==> config.mk <==
export PLATFORM = sky130hd
export DESIGN_NAME = hpt_div_cell
export DESIGN_NICKNAME = d
export VERILOG_FILES = /design/src/design/assert_macros.svh /design/src/design/hpt_pkg.sv /design/src/design/hpt_div_cell.sv
export SDC_FILE = /design/constraint.sdc
export NUM_CORES = 1
export LEC_CHECK = 0
export BUFFER_PORTS_ARGS = -buffer_cell sky130_fd_sc_hd__buf_2
export CAP_MARGIN = 20
export CORE_AREA = 2 2 266 268
export CTS_BUF_LIST = sky130_fd_sc_hd__clkbuf_4 sky130_fd_sc_hd__clkbuf_8
export DETAILED_ROUTE_END_ITERATION = 7
export DIE_AREA = 0 0 268 270
export GPL_TIMING_DRIVEN = 0
export SETUP_SLACK_MARGIN = 0.02
export SYNTH_ARGS = -nofsm -noshare
export SYNTH_HDL_FRONTEND = slang
export SYNTH_SLANG_ARGS = --single-unit
==> constraint.sdc <==
create_clock -name clk -period 1.1 [get_ports clk]
set_clock_uncertainty 0.1 [all_clocks]
set_input_delay 0.11 -clock clk [delete_from_list [all_inputs] [get_ports clk]]
set_output_delay 0.11 -clock clk [all_outputs]
set_load 0.05 [all_outputs]
==> src/design/assert_macros.svh <==
// Assertion macros shared by the homography transform RTL.
// Depends on nothing; include after clk and rst_n are declared.
`ifndef ASSERT_MACROS_SVH
`define ASSERT_MACROS_SVH
// Check an implication on every clock edge outside reset.
`define CHK_IMPL(label, ante, cons) \
    label: assert property (@(posedge clk) disable iff (!rst_n) (ante) |-> (cons)) \
        else $error("check failed");
// Check a property in the cycle after its trigger.
`define CHK_NEXT(label, ante, cons) \
    label: assert property (@(posedge clk) disable iff (!rst_n) (ante) |=> (cons)) \
        else $error("check failed");
`endif

==> src/design/hpt_pkg.sv <==
// Package for the homography point transform: widths, pipeline word types.
// Depends on nothing.
`timescale 1ns / 1ps
package hpt_pkg;
    localparam int CW = 32;
    // Row sums are below 2^66 in magnitude; keep 68 bits signed.
    localparam int SW = 68;
    // Magnitudes of row sums.
    localparam int MW = 67;
    // Quotient bits kept: 33 value bits plus one sticky bit.
    localparam int QB = 33;

    typedef struct packed {
        logic [MW+CW-1:0] ux_rem;
        logic [MW+CW-1:0] vy_rem;
        logic [MW-1:0]    den;
        logic [QB-1:0]    qu;
        logic [QB-1:0]    qv;
        logic             su;
        logic             sv;
        logic             neg_u;
        logic             neg_v;
        logic             inf;
    } div_word_t;
endpackage

==> src/design/hpt_div_cell.sv <==
// One restoring-division cell: produces one quotient bit for u and v.
// Depends on hpt_pkg.
`timescale 1ns / 1ps
module hpt_div_cell #(
    parameter int BIT = 0
) (
    input  logic               clk,
    input  logic               rst_n,
    input  logic               en,
    input  logic               vin,
    input  hpt_pkg::div_word_t din,
    output logic               vout,
    output hpt_pkg::div_word_t dout
);
    import hpt_pkg::*;

    localparam int RW = MW + CW;

    logic      v_reg;
    div_word_t d_reg;
    div_word_t d_next;
    logic [RW:0] du;
    logic [RW:0] dv;
    logic [RW:0] sh;

    // Subtract the shifted divisor from both remainders
    always_comb
    begin
        d_next = din;
        sh = {1'b0, din.den, {CW{1'b0}}} >> (CW - BIT);
        du = {1'b0, din.ux_rem} - sh;
        dv = {1'b0, din.vy_rem} - sh;
        d_next.qu[BIT] = ~du[RW];
        d_next.qv[BIT] = ~dv[RW];
        if (!du[RW])
        begin
            d_next.ux_rem = du[RW-1:0];
        end
        if (!dv[RW])
        begin
            d_next.vy_rem = dv[RW-1:0];
        end
    end

    // Advance the word when the pipe moves
    always_ff @(posedge clk or negedge rst_n)
    begin
        if (!rst_n)
        begin
            v_reg <= 1'b0;
        end
        else if (en)
        begin
            v_reg <= vin;
        end
    end

    always_ff @(posedge clk)
    begin
        if (en)
        begin
            d_reg <= d_next;
        end
    end

    assign vout = v_reg;
    assign dout = d_reg;
endmodule

==> results of run 1 <==
[synthesized netlist by cell type, types with 3 or more instances]
library cell / number / area share, %
mux2_2: 8 / 0.41
or4_1: 10 / 0.34
and3_1: 9 / 0.26
a21oi_1: 202 / 4.6
nand2_1: 274 / 4.7
ha_1: 134 / 7.7
nor2b_1: 9 / 0.26
o21bai_1: 35 / 1.2
or2_2: 13 / 0.37
o41ai_1: 4 / 0.16
xor2_1: 92 / 3.7
nor2_1: 136 / 2.3
nor3_1: 53 / 1.2
buf_2: 9 / 0.21
o2111ai_1: 3 / 0.12
nand3b_1: 4 / 0.14
a21boi_0: 9 / 0.31
edfxtp_1: 336 / 46
clkbuf_1: 71 / 1.2
a31oi_1: 13 / 0.37
a211oi_1: 12 / 0.41
nor3b_1: 6 / 0.21
or3_1: 28 / 0.80
xnor2_1: 101 / 4.1
o21a_1: 21 / 0.72
o221ai_1: 3 / 0.12
o21ai_0: 205 / 4.7
o211ai_1: 13 / 0.45
and2_1: 10 / 0.29
a41oi_1: 6 / 0.24
a21o_1: 41 / 1.4
a221oi_1: 7 / 0.28
nand3_1: 46 / 1.1
nor4_1: 36 / 1.0
o22ai_1: 5 / 0.14
o21ai_1: 27 / 0.62
o31ai_1: 12 / 0.41
a2111oi_0: 3 / 0.12
inv_1: 119 / 2.0
nand4_1: 63 / 1.8
nand2b_1: 11 / 0.32
buf_6: 10 / 0.52
[final timing paths]
path                            slack (ps)         to     start
min in group asynchronous              180       vout     rst_n
worst min-delay path                  -400   dout[71]   din[71]
worst max-delay path                 -1730  dout[334]  din[101]
worst min register to register         460       vout      vout
max in group asynchronous              610       vout     rst_n
worst max register to register         200       vout      vout
[sequential cells by signal, summed over array words and instances (netlist names)]
name  cells
vout      1
dout    336
[cell type report]
cell class                 instances  area (µm²)  share of cell area, %
tap                              940        1176                  3.065
clock inverter                    31       230.2                 0.6000
timing repair buffer            1129       10450                  27.23
antenna                           16       40.04                 0.1043
buffer                            55       679.4                  1.771
inverter                         119       511.7                  1.334
sequential                       337       10120                  26.36
multi-input combinational       1710       14100                  36.74
clock buffer                      85        1070                  2.788
[power by group]
group | leakage (nW) | internal [W] | switching (W)
clock | 0.685 | 0.00691 | 0.00614
combinational | 11.4 | 0.00770 | 0.0124
sequential | 3.30 | 0.0161 | 0.000736
total | 15.4 | 0.0307 | 0.0192
[per-layer routing]
metal  global-route usage (%)  wire [µm]  vias up
met5                        0        193        -
met1                    31.32      40590    11390
met2                    42.47      49900     1104
met4                    8.512       4108       32
met3                    5.853       8125      260
li1                         -          -    10740
[logic make-up after synthesis]
logic type,count (synthesis)
AND/OR/NAND/NOR,723
AO/OA/AOI/OAI,646
flip-flops,337
buffers and inverters,212
XOR/XNOR,193
adder cells (fa/ha/maj),136
multiplexers,11
[through the flow]
step / instance area (µm²) / worst slack, ps / hold slack [ps] / setup TNS [ps]
detailed placement: 27100 / -3449 / -214.1 / -800530
floorplan: 22490 / -2068 / -285.6 / -360700
global route: 38360 / -1813 / -417.5 / -460870
CTS: 32900 / -1777 / -493.0 / -467490
finish: 38370 / -1729 / -397.7 / -432900
global placement: 27030 / -5697 / -215.0 / -2396610
[timing repair]
| action | CTS | global route |
|---|---|---|
| hold buffers | 287 | 36 |
| pin swaps | 78 | 178 |
| hold endpoints to repair | 438 | 193 |
| endpoints found under the setup margin | 704 | 767 |
| setup buffers | 55 | 62 |
| gates cloned | 8 | 16 |
| gates resized for setup | 248 | 1590 |
==> impl_metrics.py, run 1 <==
metrics = {
    "outcome": {
        "status": "complete, but fails checks",
        "violations": "negative hold slack, negative setup slack",
    },
    "yosys": {
        "synth_edf_count": 336,
        "synth_xor_area_share_pct": 7.744,
        "syn_avg_cell_area_um2": 9.667,
        "yosys_register_bits": 337,
        "synth_compound_area_share_pct": 17.59,
        "synthArstFlopShare_pct": 0.2967,
        "ys.flop_type": "edfxtp_1",
        "yosysSeqAreaShare_pct": 46.34,
        "yosys_warnings": 0,
        "synth.net_count": 2734,
        "synth_top_family_by_area": "compound AO/OA/AOI/OAI gates",
        "yosys.area_share.adder_pct": 7.864,
        "syn_inst": 2258,
        "synthesis.area_um2": 21830,
        "synthMuxAreaShare_pct": 0.5617,
        "ys_types": 76,
        "synth-simple-area-share_pct": 15.83,
    },
    "timing": {
        "holdWs_ps": -397.7,
        "finalSetupViolCount": 537,
        "hold_viol": 161,
        "slew_headroom_pct": 21.96,
        "post-route-min-period_ps": 2829,
        "worst_pin_slew_ps": 1162,
        "setup_ws_ps": -1729,
        "layout_worst_path_cycle_share_pct": 257.2,
        "slew_violations": 0,
        "rsz0062_at_grt": "yes",
        "fmax_mhz": 353.4,
    },
    "global_routing": {
        "grt_max_degree": 123,
        "grt.overflow.total": 0,
        "antenna_found_initial": 34,
        "grt_pass1_wl_um": 136900,
        "grt_pass1_vias": 22030,
        "grt_usage_pct": 25.13,
    },
    "critical_path": {
        "path_buf_inv": 4,
        "cp_cell_sequence": "buf_2, inv_1, ha_1, clkbuf_1, a21oi_2, o21ai_1, a21oi_2, o221ai_1, a221oi_2, o31ai_4, a21oi_4, buf_4, o2111ai_4, nor4_2, xor2_1",
        "required_ps": 1400,
        "cp_max_fo": 7,
        "critPathKind": "in2reg",
        "max_stage_delay_ps": 340,
        "slowest_stage": "a221oi_2",
        "critical-path-top-delay-family": "compound AO/OA/AOI/OAI gates",
        "cp-start-kind": "primary input",
        "cp.depth": 15,
        "cp-end-kind": "register",
        "worst_ep_arrival_time_ps": 3130,
        "worstRegToRegCells": 1,
        "worst_path_most_repeated_cell": "a21oi_2",
    },
    "route": {
        "final_antenna_net_count": 0,
        "drt_wl_total_um": 102900,
        "vias": 23520,
        "via_per_inst": 5.319,
        "drtIter0Drc": 1780,
        "post_drt_wl_per_cell_um": 23.27,
        "firstDrtPassIters": 6,
        "drc": 0,
    },
    "power_and_ir_drop": {
        "peakVddDrop_mv": 1.087,
        "p_leak_nw": 15.42,
        "total_power_w": 0.04993,
        "powerDensity_nw_per_um2": 1301,
    },
    "place": {
        "hpwl_um": 71700,
        "place_inst": 3873,
        "place.gp.congestion": 0.9220,
        "port_buffers": 673,
    },
    "cells_and_area": {
        "syn_to_final_growth_pct": 75.79,
        "final_cell_mix": "buf_6 (367), edfxtp_1 (336), dlygate4sd3_1 (318)",
        "fin_util_pct": 55.18,
        "fin_cells": 4422,
        "n_fill_cell": 5825,
        "nNetsFinal": 3894,
        "drive_gt1_share_pct": 43.77,
        "layout_commonest_cell": "buf_6",
    },
    "clocking": {
        "cts_tree": "done",
        "clkTransAtPathRegs_ps": 60,
        "cts.path.max_buffers": 3,
        "numClockSinks": 337,
        "worstSkewPairLatency_ps": 660,
        "cts_made_buffers": 66,
        "cts_root_buf": "clkbuf_8",
        "htree_levels": 3,
    },
    "worst_hold_path": {
        "hp-class": "in2reg",
        "holdPathStages": 1,
    },
    "floorplan": {
        "start_util_pct": 31.39,
        "rows": 97,
        "pin_count": 677,
        "coreArea_um2": 69540,
        "dieArea_um2": 72360,
        "die_w_um": 268,
        "die_h_um": 270,
    },
    "flow_run": {
        "drv_cap": 0,
    },
}
Note: power is estimated with default switching activity, not from simulation.
==> run 2, diff against run 1 <==
- CORE_AREA: 2 2 266 268 -> 8 8 257 259
- DIE_AREA: 0 0 268 270 -> 0 0 265 267
==> impl_metrics.py, run 2 (same netlist as run 1, synthesis figures left out) <==
metrics = {
    "power_and_ir_drop": {
        "switching_share_pct": 38.75,
        "powerDensity_nw_per_um2": 1340,
        "pwr-share-seq_pct": 34.4,
        "clockPowerShare_pct": 28.3,
        "p_leak_nw": 14.82,
        "peakVddDrop_mv": 0.8688,
        "pwr-share-comb_pct": 37.3,
        "intPower_w": 0.02933,
        "switchingPower_w": 0.01856,
    },
    "timing": {
        "worst_pin_slew_ps": 991.2,
        "holdWs_ps": -466.8,
        "setup_ws_ps": -1775,
        "slew_violations": 0,
        "rsz0062_at_grt": "yes",
        "fmax_mhz": 347.8,
        "hold_viol": 74,
        "finalSetupViolCount": 717,
        "layout_worst_path_cycle_share_pct": 261.4,
        "slew_headroom_pct": 33.41,
        "post-route-min-period_ps": 2875,
        "final.setup.tns_ps": -464640,
    },
    "critical_path": {
        "cp_cell_sequence": "buf_8, or3_4, or3_4, or3_4, or3_4, or4_4, a21oi_4, buf_12, buf_12, buf_16, buf_12, nor3_4, xor2_1",
        "r2r_setup_slack_ps": 240,
        "required_ps": 1410,
        "reg2reg_to": "vout",
        "cp-start-kind": "primary input",
        "worstReg2RegStart": "vout",
        "max_stage_delay_ps": 580,
        "cp-end-kind": "register",
        "worst_path_most_repeated_cell": "or3_4",
        "worst_ep_arrival_time_ps": 3190,
        "worstRegToRegCells": 1,
        "critPathKind": "in2reg",
        "slowest_stage": "or4_4",
        "cp_max_fo": 5,
    },
    "worst_hold_path": {
        "hp-class": "in2reg",
        "holdPathStages": 1,
        "hold_start": "din[72]",
        "holdPathEnd": "dout[72]",
    },
    "global_routing": {
        "antenna_found_initial": 35,
        "grt.overflow.total": 0,
        "grt_pass1_vias": 23950,
        "grt_usage_pct": 26.97,
        "grt_max_degree": 120,
        "grt_pass1_wl_um": 147400,
    },
    "place": {
        "dp_slack_ps": -3369,
        "place.gp.congestion": 0.9581,
        "port_buffers": 673,
        "hpwl_um": 74650,
    },
    "clocking": {
        "cts_root_buf": "clkbuf_8",
        "worstSkewPairLatency_ps": 660,
        "clkTransAtPathRegs_ps": 50,
        "htree_levels": 3,
        "cts.path.max_buffers": 3,
        "numClockSinks": 337,
        "cts_tree": "done",
        "cts_made_buffers": 67,
    },
    "route": {
        "post_drt_wl_per_cell_um": 23.78,
        "vias": 23260,
        "drc": 0,
        "final_antenna_net_count": 0,
        "via_per_inst": 5.416,
        "drtIter0Drc": 1515,
        "drt_wl_total_um": 102100,
        "firstDrtPassIters": 5,
    },
    "cells_and_area": {
        "syn_to_final_growth_pct": 63.70,
        "drive_gt1_share_pct": 41.21,
        "final_cell_mix": "buf_2 (654), dlygate4sd3_1 (341), edfxtp_1 (336)",
        "largest_reg_flops": 336,
        "nNetsFinal": 3906,
        "layout_commonest_cell": "buf_2",
        "n_fill_cell": 5334,
    },
    "floorplan": {
        "start_util_pct": 35.12,
        "pin_count": 677,
        "dieArea_um2": 70760,
        "die_w_um": 265,
        "die_h_um": 267,
        "coreArea_um2": 62160,
        "rows": 92,
    },
    "outcome": {
        "violations": "negative hold slack, negative setup slack",
        "status": "complete, but fails checks",
    },
    "flow_run": {
        "drv_cap": 0,
    },
}
[run 2: how the worst max path moves through the flow]
stage | depth (start not counted) | start | slack (ps) | endpoint
finish | 13 | din[225] | -1780 | dout[227]
global route | 17 | din[84] | -1790 | dout[227]
CTS | 14 | din[316] | -1790 | dout[311]
detailed placement | 14 | din[71] | -3370 | dout[236]
global placement | 2 | en | -5510 | vout
floorplan | 9 | din[225] | -2070 | dout[139]
[run 2: repair_timing]
action | in CTS | in global routing
cloned | 18 | 3
endpoints found under the setup margin | 716 | 763
endpoints found under the hold margin | 441 | 136
hold buffers | 291 | 52
resized for setup | 429 | 284
buffers inserted | 90 | 33
pin swaps | 112 | 105
[run 2: layout make-up]
cell class	count	area, µm²	area share (%)
multi-input combinational	1710	13610	38.10
sequential	337	10120	28.31
timing repair buffer	1148	8487	23.75
clock buffer	97	1160	3.246
tap	799	999.7	2.798
buffer	47	591.8	1.656
inverter	119	498.0	1.394
clock inverter	17	215.2	0.6023
antenna	21	52.55	0.1471
[run 2: worst max-delay path: cells and delay by family]
kind            cells  cell delay, ps
compound gates      1             230
xor+xnor            1             170
simple gates        6            2020
buf+inv             5             670
[run 2: metal layers]
metal	vias up	part of all wire [%]	global-route usage, %
met5	-	0.16	0
met4	26	3.5	10.97
met3	202	7.5	6.365
met2	970	49	46.67
met1	11310	39	32.09
li1	10760	-	-
[run 2: per-stage QoR]
stage               instance area, µm²  total power [W]  instances  hold WS, ps  utilization, %
floorplan                        22490          0.02709       2258       -285.6               -
CTS                              34080          0.04723       4223       -518.5           54.83
detailed placement               26920          0.03174       3732       -213.5           43.31
global route                     35710          0.04984       4287       -525.1           57.45
finish                           35730          0.04789       4295       -466.8           57.49
global placement                 26860          0.03178       3730       -213.8           43.21
[run 2: power groups by stage]
stage / registers (W) / logic [W] / clock network [W]
after CTS: 0.0165 / 0.0169 / 0.0139
final: 0.0165 / 0.0179 / 0.0135
after global placement: 0.0168 / 0.0150 / 0
after detailed placement: 0.0167 / 0.0150 / 0
after global routing: 0.0166 / 0.0188 / 0.0144
after floorplan: 0.0219 / 0.00518 / 0
